### src/hdl/rrd_pkg.sv
// ----------------------------------------------------------------------------
// RPC reply deframer package
// Shared types and constants for the record-marking reply deframer.
// ----------------------------------------------------------------------------
package rrd_pkg;

    localparam int DATA_W      = 8;
    localparam int LEN_W       = 31;
    localparam int XID_W       = 32;
    localparam int TOTAL_W     = 32;
    localparam int SKIP_W      = 33;
    localparam int HDR_CNT_W   = 3;
    localparam int CFG_IDX_W   = 1;
    localparam int CFG_DATA_W  = 32;
    localparam int QUEUE_DEPTH = 2;
    localparam int QPTR_W      = $clog2(QUEUE_DEPTH);
    localparam int QCNT_W      = $clog2(QUEUE_DEPTH + 1);

    localparam logic [HDR_CNT_W-1:0] HDR_BYTES = 3'd4;
    localparam logic [LEN_W-1:0]     MAX_LEN_RESET = 31'd65536;

    localparam logic [CFG_IDX_W-1:0] REG_EXPECTED_XID   = 1'b0;
    localparam logic [CFG_IDX_W-1:0] REG_MAX_RECORD_LEN = 1'b1;

    localparam logic [XID_W-1:0] MSG_REPLY      = 32'd1;
    localparam logic [XID_W-1:0] REPLY_ACCEPTED = 32'd0;
    localparam logic [XID_W-1:0] ACCEPT_SUCCESS = 32'd0;

    typedef enum logic [3:0] {
        PH_IDLE  = 4'd0,
        PH_XID   = 4'd1,
        PH_MTYPE = 4'd2,
        PH_RSTAT = 4'd3,
        PH_VFLAV = 4'd4,
        PH_VLEN  = 4'd5,
        PH_VSKIP = 4'd6,
        PH_ASTAT = 4'd7,
        PH_BODY  = 4'd8
    } phase_t;

    typedef enum logic [2:0] {
        ST_OK       = 3'd0,
        ST_XID      = 3'd1,
        ST_NOTREPLY = 3'd2,
        ST_DENIED   = 3'd3,
        ST_ACCEPT   = 3'd4,
        ST_SHORT    = 3'd5,
        ST_TOOLONG  = 3'd6
    } status_t;

    typedef struct packed {
        logic [DATA_W-1:0] body_byte;
        logic              byte_valid;
        logic              record_last;
        status_t           status;
    } result_t;

    typedef struct packed {
        logic full;
        logic empty;
    } queue_status_t;

endpackage

### src/hdl/rrd_queue.sv
// ----------------------------------------------------------------------------
// Result queue
// Short queue between the parsing front end and the output stage.
// ----------------------------------------------------------------------------
module rrd_queue
    import rrd_pkg::*;
(
    input  logic          clk,
    input  logic          rst_n,
    input  logic          push,
    input  result_t       push_data,
    input  logic          pop,
    output result_t       pop_data,
    output queue_status_t status
);

    result_t             entry_reg [QUEUE_DEPTH];
    logic [QPTR_W-1:0]   wr_ptr_reg, wr_ptr_next;
    logic [QPTR_W-1:0]   rd_ptr_reg, rd_ptr_next;
    logic [QCNT_W-1:0]   count_reg, count_next;

    assign status.full  = (count_reg == QCNT_W'(QUEUE_DEPTH));
    assign status.empty = (count_reg == '0);
    assign pop_data     = entry_reg[rd_ptr_reg];

    always_comb
    begin
        wr_ptr_next = wr_ptr_reg;
        rd_ptr_next = rd_ptr_reg;
        count_next  = count_reg;
        if (push)
        begin
            wr_ptr_next = (wr_ptr_reg == QPTR_W'(QUEUE_DEPTH - 1)) ? '0 : wr_ptr_reg + 1'b1;
        end
        if (pop)
        begin
            rd_ptr_next = (rd_ptr_reg == QPTR_W'(QUEUE_DEPTH - 1)) ? '0 : rd_ptr_reg + 1'b1;
        end
        if (push && !pop)
        begin
            count_next = count_reg + 1'b1;
        end
        else if (pop && !push)
        begin
            count_next = count_reg - 1'b1;
        end
    end

    always_ff @(posedge clk or negedge rst_n)
    begin
        if (!rst_n)
        begin
            wr_ptr_reg <= '0;
            rd_ptr_reg <= '0;
            count_reg  <= '0;
        end
        else
        begin
            wr_ptr_reg <= wr_ptr_next;
            rd_ptr_reg <= rd_ptr_next;
            count_reg  <= count_next;
        end
    end

    always_ff @(posedge clk)
    begin
        if (push)
        begin
            entry_reg[wr_ptr_reg] <= push_data;
        end
    end

`ifndef SYNTHESIS
    a_no_overflow: assert property (@(posedge clk) disable iff (!rst_n)
        push |-> (count_reg < QCNT_W'(QUEUE_DEPTH)))
        else $error("result queue overflow");

    a_no_underflow: assert property (@(posedge clk) disable iff (!rst_n)
        pop |-> (count_reg != '0))
        else $error("result queue underflow");
`endif

endmodule

### config.mk
export PLATFORM = sky130hd
export DESIGN_NAME = rrd_queue
export DESIGN_NICKNAME = d
export VERILOG_FILES = /design/src/hdl/rrd_pkg.sv /design/src/hdl/rrd_queue.sv
export SDC_FILE = /design/constraint.sdc
export NUM_CORES = 1
export LEC_CHECK = 0
export ABC_AREA = 1
export BUFFER_PORTS_ARGS = -buffer_cell sky130_fd_sc_hd__buf_4
export CAP_MARGIN = 25
export CORE_ASPECT_RATIO = 0.5
export CORE_MARGIN = 2
export CORE_UTILIZATION = 30
export CTS_CLUSTER_DIAMETER = 40
export DETAILED_ROUTE_END_ITERATION = 8
export HOLD_SLACK_MARGIN = 0.05
export SKIP_LAST_GASP = 1
export SLEW_MARGIN = 0
export SYNTH_ARGS = -nofsm -noshare
export SYNTH_HDL_FRONTEND = slang
export SYNTH_SLANG_ARGS = --single-unit
export TNS_END_PERCENT = 1
### constraint.sdc
create_clock -name clk -period 1.6 [get_ports clk]
set_input_delay 0.16 -clock clk [delete_from_list [all_inputs] [get_ports clk]]
set_output_delay 0.16 -clock clk [all_outputs]
set_load 0.02 [all_outputs]
* Word-level counts from Yosys, hierarchy flattened
Memories as Yosys holds them, arrays and structs flattened.
Cells that the tools add are included.
** Word-level totals
- Latch bits :: 0
- Memories :: 1
- RAM bits :: 26
- Register bits after elaboration :: 4
- Input port bits :: 17
- Logic and storage cells :: 21
- Output and inout bits :: 15
- Memory bits (read-only) :: 0
** Operators by class
- Order comparisons :: 0
- Shifts and indexed selects :: 0
- Multiplexer cells :: 6
- Eq/ne operators :: 1
- Add/subtract/negate cells :: 4
- Bitwise logic cells :: 0
- Reduce and logical (&&, ||, !) cells :: 6
- Multiply operators :: 0
- Div/mod/pow operators :: 0
** Memories
- entry_reg :: words 2, bits a word 13, read ports 1, clocked after Yosys merged registers in 0, write ports 1, line rrd_queue.sv:17 : result_t entry_reg [QUEUE_DEPTH];
** Operators by type and width (count)
- 1-bit two-way mux :: 4
- 2-bit two-way mux :: 2
- 1-bit adder, second input constant :: 2
- 2-bit by 1-bit adder with 2-bit output, second input constant :: 1
- 2-bit equality test, second input constant :: 1
- 1-bit logical AND :: 2
- 1-bit logical NOT :: 2
- 2-bit logical NOT :: 1
- 2-bit nonzero test :: 1
- 2-bit by 1-bit subtractor with 2-bit output, second input constant :: 1

* Depth between registers and ports, before layout
Gate-level depths: netlist of run 1.
- Depth after elaboration :: 4
- Depth in mapped cells :: 7
- Depth with buffers taken out :: 7

* Least setup slack after synthesis of run 1
OpenSTA, ideal clock, no wires.
- Path type :: reg-to-reg
- From :: register wr_ptr_reg
- To :: memory entry_reg[0][0] in the netlist's numbering, enable pin
- Data arrival time :: 0.980 ns
- Library setup time :: 0.382 ns
- Buffers on the path :: 0
- Required time :: 1.218 ns
- Stages on the path, launching flop included :: 2
- Clock period less this slack :: 1.362 ns
- Setup slack :: 0.238 ns
- Path through :: dfrtp_1 nor2_1
** RTL lines
- start, declared :: line rrd_queue.sv:18 : logic [QPTR_W-1:0] wr_ptr_reg, wr_ptr_next;
- start signal, assigned :: line rrd_queue.sv:59 : wr_ptr_reg <= wr_ptr_next;
- end, declared :: line rrd_queue.sv:17
Straight into the memory's write port.

==> impl_metrics.csv, run 1 <==
group,metric,value,unit
die,die_y,47.7,um
job,maxCapViolCount,0,
grt,antenna_found_initial,0,
clock_tree,cts_resized,0,
detailed_routing,drtPass1Iterations,4,
yosys,netlist_top_cells_area,"edfxtp_1 (68%), mux2_2 (13%), dfrtp_1 (8.7%)",
sta,finalSetupViolCount,0,
clock_tree,cts-root-buf,"clkbuf_8",
yosys,synthCells,65,
sta,fmax,0.666,GHz
grt,grt_pass1_wl,2860,um
run_status,status,"finished clean",
finish,drive_above_1_share,50.0,%
die,initial_core_util,32.3,%
clock_tree,clk_latency,270,ps
detailed_routing,routed_wl,1790,um
detailed_routing,ant_nets,0,
finish,largest_reg_flops,26,
grt,grt_usage,9.42,%
yosys,ys_seq_elements,30,
clock_tree,cts_tree,"done",
yosys,synth_top_area_cell,"edfxtp_1",
detailed_routing,drt_iter0_drc,29,
detailed_routing,via_count,631,
die,core_area,0.00355,mm^2
critical_path,cp.required,1440,ps
sta,min_period_over_period,93.9,%
finish,final_common_cell,"buf_4",
clock_tree,ctsLongestPathBuffers,2,
clock_tree,cts_made_buffers,5,
yosys,syn_nets,83,
sta,max_slew_margin,84.3,%
finish,diodes,0,
die,row_count,15,
sta,rsz0062_at_grt,"no",
grt,grt_pass1_vias,631,
critical_path,criticalPathCategory,"reg -> out",
finish,fillerInstances,308,
yosys,synth_top_area_share,68.2,%
clock_tree,cts.clk_slew.worst_paths,50,ps
sta,fin_setup_tns,0,ps
placement,io_buffers,31,
clock_tree,clock-sinks,30,
finish,final_cells,157,
power_and_ir_drop,ir_worst_vdd,0.475,mV
finish,syn2layout_area_growth,36.9,%
detailed_routing,wl_per_cell,11.4,um
yosys,synth-seq-area-share,76.9,%
die,ioPinCount,32,
hold_path,hold_class,"in -> reg",
critical_path,worstPathMaxFanout,13,
power_and_ir_drop,fin_total_pwr,2.67,mW
placement,dpl_worst_slack,389,ps
sta,min_period,1500,ps
sta,tightest_slew,235,ps
grt,grt_max_degree,14,
yosys,synth_cell_types,12,
critical_path,cp-start-kind,"flip-flop",
sta,slew_violations,0,
detailed_routing,drc,0,
critical_path,endpoint_kind,"primary output",
placement,gp_congestion,0.674,
die,die_x,91.4,um
placement,dp.cells,150,
critical_path,cp.arrival,1340,ps
grt,grt-ovfl-total,0,
yosys,yosysWarnings,0,
power_and_ir_drop,p_leak,0.640,nW
detailed_routing,via_per_inst,4.02,
sta,finClkSkew,3.05,ps
die,die_area,0.00436,mm^2
yosys,syn_area,0.00114,mm^2
clock_tree,h-tree-depth,2,
finish,mostFrequentLayoutCells,"buf_4 (33), edfxtp_1 (26), mux2_2 (13), inv_1 (7)",
finish,fin_nets,125,
yosys,syn_area_per_cell,17.6,um^2
placement,dp_hpwl,1270,um
power_and_ir_drop,power.density,1700,mW/mm^2
sta,finalHoldViolations,0,
sta,finalWorstSetupSlack,98.1,ps
==> worst paths after layout <==
path                                   start         endpoint  slack (ps)  cells past startpoint
worst max-delay path              rd_ptr_reg      pop_data[0]         100                      3
worst min-delay path                     pop       rd_ptr_reg          70                      2
worst max register to register    wr_ptr_reg  entry_reg[1][6]         530                      3
worst min register to register  count_reg[1]     count_reg[1]         490                      2
max in group asynchronous              rst_n       wr_ptr_reg        1280                      2
min in group asynchronous              rst_n     count_reg[1]         220                      2
==> cells by family after synthesis <==
family | synth area share, %
xor gates and xnor gates | 2.30
muxes | 12.8
adders and majority gates | 1.09
and+or+nand+nor | 3.61
DFF | 76.9
buffers and inverters | 3.28
==> power by group <==
group | total, mW | leakage, nW | switching [mW] | internal (mW)
clock | 0.526 | 0.0375 | 0.244 | 0.282
sequential | 1.13 | 0.291 | 0.0773 | 1.05
combinational | 1.01 | 0.311 | 0.502 | 0.512
==> synth_stat cells, drive strengths merged <==
cell type / n
buf: 1
dfrtp: 4
edfxtp: 26
ha: 1
inv: 7
mux2: 13
nand2: 5
nand3: 1
nand4: 1
nor2: 3
xnor2: 1
xor2: 2
==> critical path, cell delays in order, from the launching register on <==
cell,delay (ps)
dfrtp_1,400
buf_12,160
mux2_2,340
buf_4,160
==> metrics by stage <==
step	util, %	cell area, um^2	hold slack, ps
5_1_grt	44.2	1570	56.4
4_1_cts	44.2	1570	59.2
3_5_place_dp	41.9	1490	-39.6
6_report	44.2	1570	66.2
3_3_place_gp	41.9	1490	-40.1
2_1_floorplan	-	1140	-136
==> what timing repair did <==
action                                 in CTS  in global routing
endpoints found under the hold margin       4                  0
hold buffers                                1                  0
setup buffers                               0                  0
==> layout make-up <==
class / instances / area [um^2] / share of cell area [%]
Timing Repair Buffer: 36 / 298 / 19.0
Clock inverter: 1 / 3.75 / 0.239
Multi-Input combinational cell: 27 / 226 / 14.4
Tap cell: 51 / 63.8 / 4.07
Clock buffer: 5 / 68.8 / 4.39
Sequential cell: 30 / 881 / 56.2
Inverter: 7 / 26.3 / 1.68
==> routing by layer <==
| metal | wire length, um | global-route usage [%] |
|---|---|---|
| met5 | 0 | 0 |
| met4 | 19 | 7.27 |
| met3 | 74 | 3.46 |
| met2 | 963 | 16.1 |
| met1 | 731 | 10.3 |
No activity file was read; power rests on OpenSTA's default activity.
==> inputs of run 2 (changes only) <==
--- a/config.mk
+++ b/config.mk
@@ -9,7 +9,7 @@
 export BUFFER_PORTS_ARGS = -buffer_cell sky130_fd_sc_hd__buf_4
 export CAP_MARGIN = 25
 export CORE_ASPECT_RATIO = 0.5
-export CORE_MARGIN = 2
+export CORE_MARGIN = 1.5
 export CORE_UTILIZATION = 30
 export CTS_CLUSTER_DIAMETER = 40
 export DETAILED_ROUTE_END_ITERATION = 8
==> run 2 against run 1 <==
Net effect: hold slack improved by 6.0 ps; combinational power fell by 4%; via count fell by 0.16%; critical endpoint is now pop_data[4]; clock power rose by 14%.
==> impl_metrics.csv, run 2 (same netlist as run 1, synthesis figures left out) <==
group,metric,value,unit
sta,rsz0062_at_grt,"no",
power_and_ir_drop,ir_worst_vdd,0.442,mV
detailed_routing,drt_iter0_drc,9,
power_and_ir_drop,p_comb_share,36.1,%
power_and_ir_drop,power.density,1720,mW/mm^2
sta,fmax,0.688,GHz
sta,fin_setup_tns,0,ps
sta,finClkSkew,1.03,ps
sta,max_slew_margin,87.5,%
power_and_ir_drop,p_switching,0.822,mW
critical_path,startpoint,"rd_ptr_reg",
clock_tree,ctsLongestPathBuffers,2,
die,die_y,46.7,um
critical_path,worstPathMaxFanout,9,
sta,finalSetupViolCount,0,
clock_tree,clock-sinks,30,
detailed_routing,routed_wl,1740,um
power_and_ir_drop,swShare,30.6,%
placement,gp_congestion,0.746,
placement,dp_hpwl,1240,um
hold_path,hold_class,"in -> reg",
critical_path,cpPeakStageDelay,350,ps
clock_tree,h-tree-depth,2,
sta,slew_violations,0,
power_and_ir_drop,clkPwrFrac,22.3,%
grt,grt_usage,9.47,%
die,initial_core_util,32.3,%
run_status,status,"finished clean",
sta,min_period,1450,ps
critical_path,cpMostUsedCell,"buf_4",
power_and_ir_drop,p_leak,0.642,nW
clock_tree,cts_resized,0,
detailed_routing,ant_nets,0,
critical_path,reg2reg_from,"wr_ptr_reg",
grt,grt_pass1_vias,649,
sta,min_period_over_period,90.8,%
clock_tree,clk_latency,270,ps
die,die_area,0.00422,mm^2
clock_tree,cts_made_buffers,5,
finish,mostFrequentLayoutCells,"buf_4 (35), edfxtp_1 (26), mux2_2 (13), inv_1 (7), clkbuf_8 (6)",
finish,syn2layout_area_growth,36.4,%
detailed_routing,drc,0,
die,die_x,90.4,um
job,maxCapViolCount,0,
finish,post-route-util,44.0,%
finish,regArea,881,um^2
critical_path,cp.required,1440,ps
power_and_ir_drop,sequentialPowerShare,41.6,%
placement,dpl_worst_slack,428,ps
clock_tree,cts.clk_slew.worst_paths,60,ps
sta,finalWorstSetupSlack,147,ps
detailed_routing,via_count,630,
finish,largest_reg_flops,26,
power_and_ir_drop,intPower,1.87,mW
die,core_area,0.00355,mm^2
detailed_routing,drtPass1Iterations,2,
finish,diodes,0,
clock_tree,cts-root-buf,"clkbuf_8",
critical_path,cp-start-kind,"flip-flop",
sta,finalHoldViolations,0,
critical_path,criticalPathCategory,"reg -> out",
grt,grt_max_degree,14,
grt,grt-ovfl-total,0,
finish,finalInstanceArea,0.00156,mm^2
grt,antenna_found_initial,0,
sta,tightest_slew,188,ps
critical_path,crit_path_cell_trace,"buf_4 > mux2_2 > buf_4",
critical_path,cp_slowest_cell,"mux2_2",
finish,fin_nets,125,
critical_path,cp.arrival,1290,ps
finish,final_common_cell,"buf_4",
grt,grt_pass1_wl,2810,um
hold_path,hp-start,"push_data[0]",
finish,fillerInstances,326,
die,ioPinCount,32,
critical_path,endpoint_kind,"primary output",
finish,drive_above_1_share,50.9,%
power_and_ir_drop,fin_total_pwr,2.69,mW
placement,io_buffers,31,
detailed_routing,via_per_inst,3.96,
clock_tree,cts_tree,"done",
placement,placed_area,0.00146,mm^2
finish,multi_input_area,226,um^2
detailed_routing,wl_per_cell,10.9,um
die,row_count,15,
run 2: power by group through the flow:
stage | clock network, mW | logic [mW] | registers, mW
4_1_cts | 0.619 | 0.993 | 1.12
6_report | 0.599 | 0.972 | 1.12
3_3_place_gp | 0 | 0.987 | 1.13
2_1_floorplan | 0 | 0.596 | 1.14
5_1_grt | 0.664 | 1.04 | 1.14
3_5_place_dp | 0 | 0.986 | 1.14
run 2: timing repair:
action	CTS	global route
setup buffers	0	0
endpoints found under the hold margin	4	0
hold buffers	1	0
run 2: final cells by class:
type | instances | share of cell area (%)
clock inverters | 1 | 0.321
flip-flops and latches | 30 | 56.4
multi-input cells | 27 | 14.5
well taps | 51 | 4.09
inverters | 7 | 1.68
repair buffers | 36 | 17.5
clock buffers | 7 | 5.53
run 2: final timing paths:
| path | to | slack, ps | cells past startpoint |
|---|---|---|---|
| setup / recovery | pop_data[4] | 150 | 3 |
| hold / removal | entry_reg[0][0] | 70 | 1 |
| setup reg to reg | entry_reg[0][11] | 560 | 2 |
| hold reg to reg | count_reg[1] | 500 | 2 |
| max in group asynchronous | wr_ptr_reg | 1270 | 2 |
| min in group asynchronous | count_reg[0] | 220 | 2 |
run 2: critical path, delay by kind of cell, from the launching register on:
family / cells / cell delay [ps]
flip-flops: 1 / 340
multiplexers: 1 / 350
buffers and inverters: 2 / 340
run 2: routing by layer:
metal	share of wire [%]	wire length [um]	global-route usage, %
met3	3.6	63	3.47
met4	2.0	35	7.62
met1	44	763	9.94
met5	0	0	0
met2	50	878	16.4
run 2: stage by stage:
step | hold slack, ps | std cells
finish | 72.2 | 159
global route | 53.2 | 159
CTS | 61.8 | 159
detailed placement | -35.9 | 150
global placement | -36.3 | 150
floorplan | -136 | 65
==> inputs of run 3 (changes only) <==
==> constraint.sdc (replaced) <==
create_clock -name clk -period 1.6 [get_ports clk]
set_input_delay 0.32 -clock clk [delete_from_list [all_inputs] [get_ports clk]]
set_output_delay 0.32 -clock clk [all_outputs]
set_load 0.02 [all_outputs]
==> run 3 against run 2 <==
Net effect: clock skew grew 2.0 ps; die area unchanged; critical path depth unchanged; via count grew 3.2%; critical endpoint is now pop_data[2].
==> impl_metrics.csv, run 3 (same netlist as run 1, synthesis figures left out) <==
group,metric,value,unit
clock_tree,cts_made_buffers,5,
finish,final_cells,162,
sta,fmax,0.628,GHz
critical_path,endpoint_kind,"primary output",
placement,gp_congestion,0.737,
finish,mostFrequentLayoutCells,"edfxtp_1 (26), buf_4 (26), buf_6 (12), mux2_4 (8), inv_1 (7)",
clock_tree,cts_tree,"done",
critical_path,criticalPathCategory,"reg -> out",
run_status,status,"finished clean",
grt,grt_usage,10.4,%
sta,slew_violations,0,
sta,finalWorstSetupSlack,8.48,ps
detailed_routing,ant_nets,0,
power_and_ir_drop,power.density,1760,mW/mm^2
grt,use_met3,3.14,%
grt,grt_pass1_vias,628,
critical_path,crit_family,"flip-flops",
clock_tree,clk_latency,270,ps
critical_path,cp-start-kind,"flip-flop",
die,core_area,0.00355,mm^2
critical_path,path_buf_inv,2,
clock_tree,cts.clk_slew.worst_paths,60,ps
critical_path,cp.arrival,1270,ps
die,row_count,15,
grt,grt_pass1_wl,3100,um
sta,rsz0062_at_grt,"yes",
grt,grt_busiest_layer,"met2",
die,ioPinCount,32,
placement,io_buffers,31,
detailed_routing,wl_per_cell,12.7,um
die,die_x,90.4,um
detailed_routing,via_per_inst,4.01,
sta,min_period_over_period,99.5,%
detailed_routing,drt_iter0_drc,6,
clock_tree,cts-root-buf,"clkbuf_8",
detailed_routing,via_count,650,
clock_tree,h-tree-depth,2,
critical_path,worstPathMaxFanout,8,
power_and_ir_drop,ir_worst_vdd,0.416,mV
die,die_y,46.7,um
finish,largest_reg_flops,26,
placement,dp.cells,152,
detailed_routing,routed_wl,2050,um
sta,max_slew_margin,88.0,%
die,die_area,0.00422,mm^2
finish,drive_above_1_share,51.4,%
critical_path,cp_slowest_cell,"dfrtp_1",
sta,finClkSkew,3.02,ps
die,initial_core_util,32.3,%
sta,min_period,1590,ps
critical_path,cpPeakStageDelay,370,ps
finish,fin_nets,128,
finish,diodes,0,
detailed_routing,drtPass1Iterations,2,
sta,tightest_slew,181,ps
placement,dpl_worst_slack,268,ps
grt,use_met1,12.5,%
finish,syn2layout_area_growth,44.0,%
hold_path,hold_class,"in -> reg",
clock_tree,clock-sinks,30,
clock_tree,ctsLongestPathBuffers,2,
critical_path,crit_path_cell_trace,"buf_6 > mux2_4 > buf_6",
detailed_routing,drc,0,
critical_path,cpMostUsedCell,"buf_6",
job,maxCapViolCount,0,
sta,hold-worst-slack,230,ps
grt,antenna_found_initial,0,
critical_path,cp.required,1280,ps
sta,finalHoldViolations,0,
placement,dp_hpwl,1430,um
grt,grt-ovfl-total,0,
grt,use_met2,17.0,%
power_and_ir_drop,p_leak,0.700,nW
grt,grt_max_degree,10,
sta,finalSetupViolCount,0,
-- run 3: routing by layer --
layer,vias to the layer above,wire length [um]
met4,0,19
met5,-,0
met3,2,62
li1,320,-
met2,10,1040
met1,318,927
-- run 3: worst reg2reg max path, stage by stage, from the launching register on --
cell and delay, ps:
dfrtp_1 400, nor2_1 140, buf_4 190
-- run 3: worst paths after layout --
path | startpoint | endpoint | slack [ps] | cells after the start
max in group asynchronous | rst_n | rd_ptr_reg | 1120 | 2
max | rd_ptr_reg | pop_data[2] | 8 | 3
min in group asynchronous | rst_n | count_reg[1] | 380 | 2
min | push_data[6] | entry_reg[1][6] | 230 | 1
min reg2reg | count_reg[1] | count_reg[1] | 500 | 2
max reg2reg | wr_ptr_reg | entry_reg[0][11] | 570 | 2
-- run 3: area by class of cell --
type                    instances  area, um^2
fillers                       316        1900
flip-flops and latches         30         881
repair buffers                 39         340
multi-input cells              27         256
clock buffers                   6        72.6
well taps                      51        63.8
inverters                       7        26.3
clock inverters                 2        8.76
-- run 3: repair_timing --
action / CTS / global route
cloned: 0 / 0
hold buffers: 1 / 0
resized for setup: 1 / 19
setup buffers: 0 / 1
hold endpoints to repair: 4 / 0
endpoints found under the setup margin: 9 / 13
pin swaps: 0 / 0
-- run 3: metrics by stage --
step | setup TNS, ps | util (%) | power (mW) | instance area (um^2)
5_1_grt | -296 | 46.5 | 3.05 | 1650
2_1_floorplan | 0 | - | 1.73 | 1140
6_report | 0 | 46.5 | 2.90 | 1650
3_3_place_gp | 0 | 41.6 | 2.14 | 1480
3_5_place_dp | 0 | 41.6 | 2.16 | 1480
4_1_cts | -127 | 44.3 | 2.74 | 1570
-- run 3: power by group --
part / internal [mW] / switching, mW
combinational: 0.636 / 0.571
clock: 0.298 / 0.268
sequential: 1.05 / 0.0753
total: 1.99 / 0.914
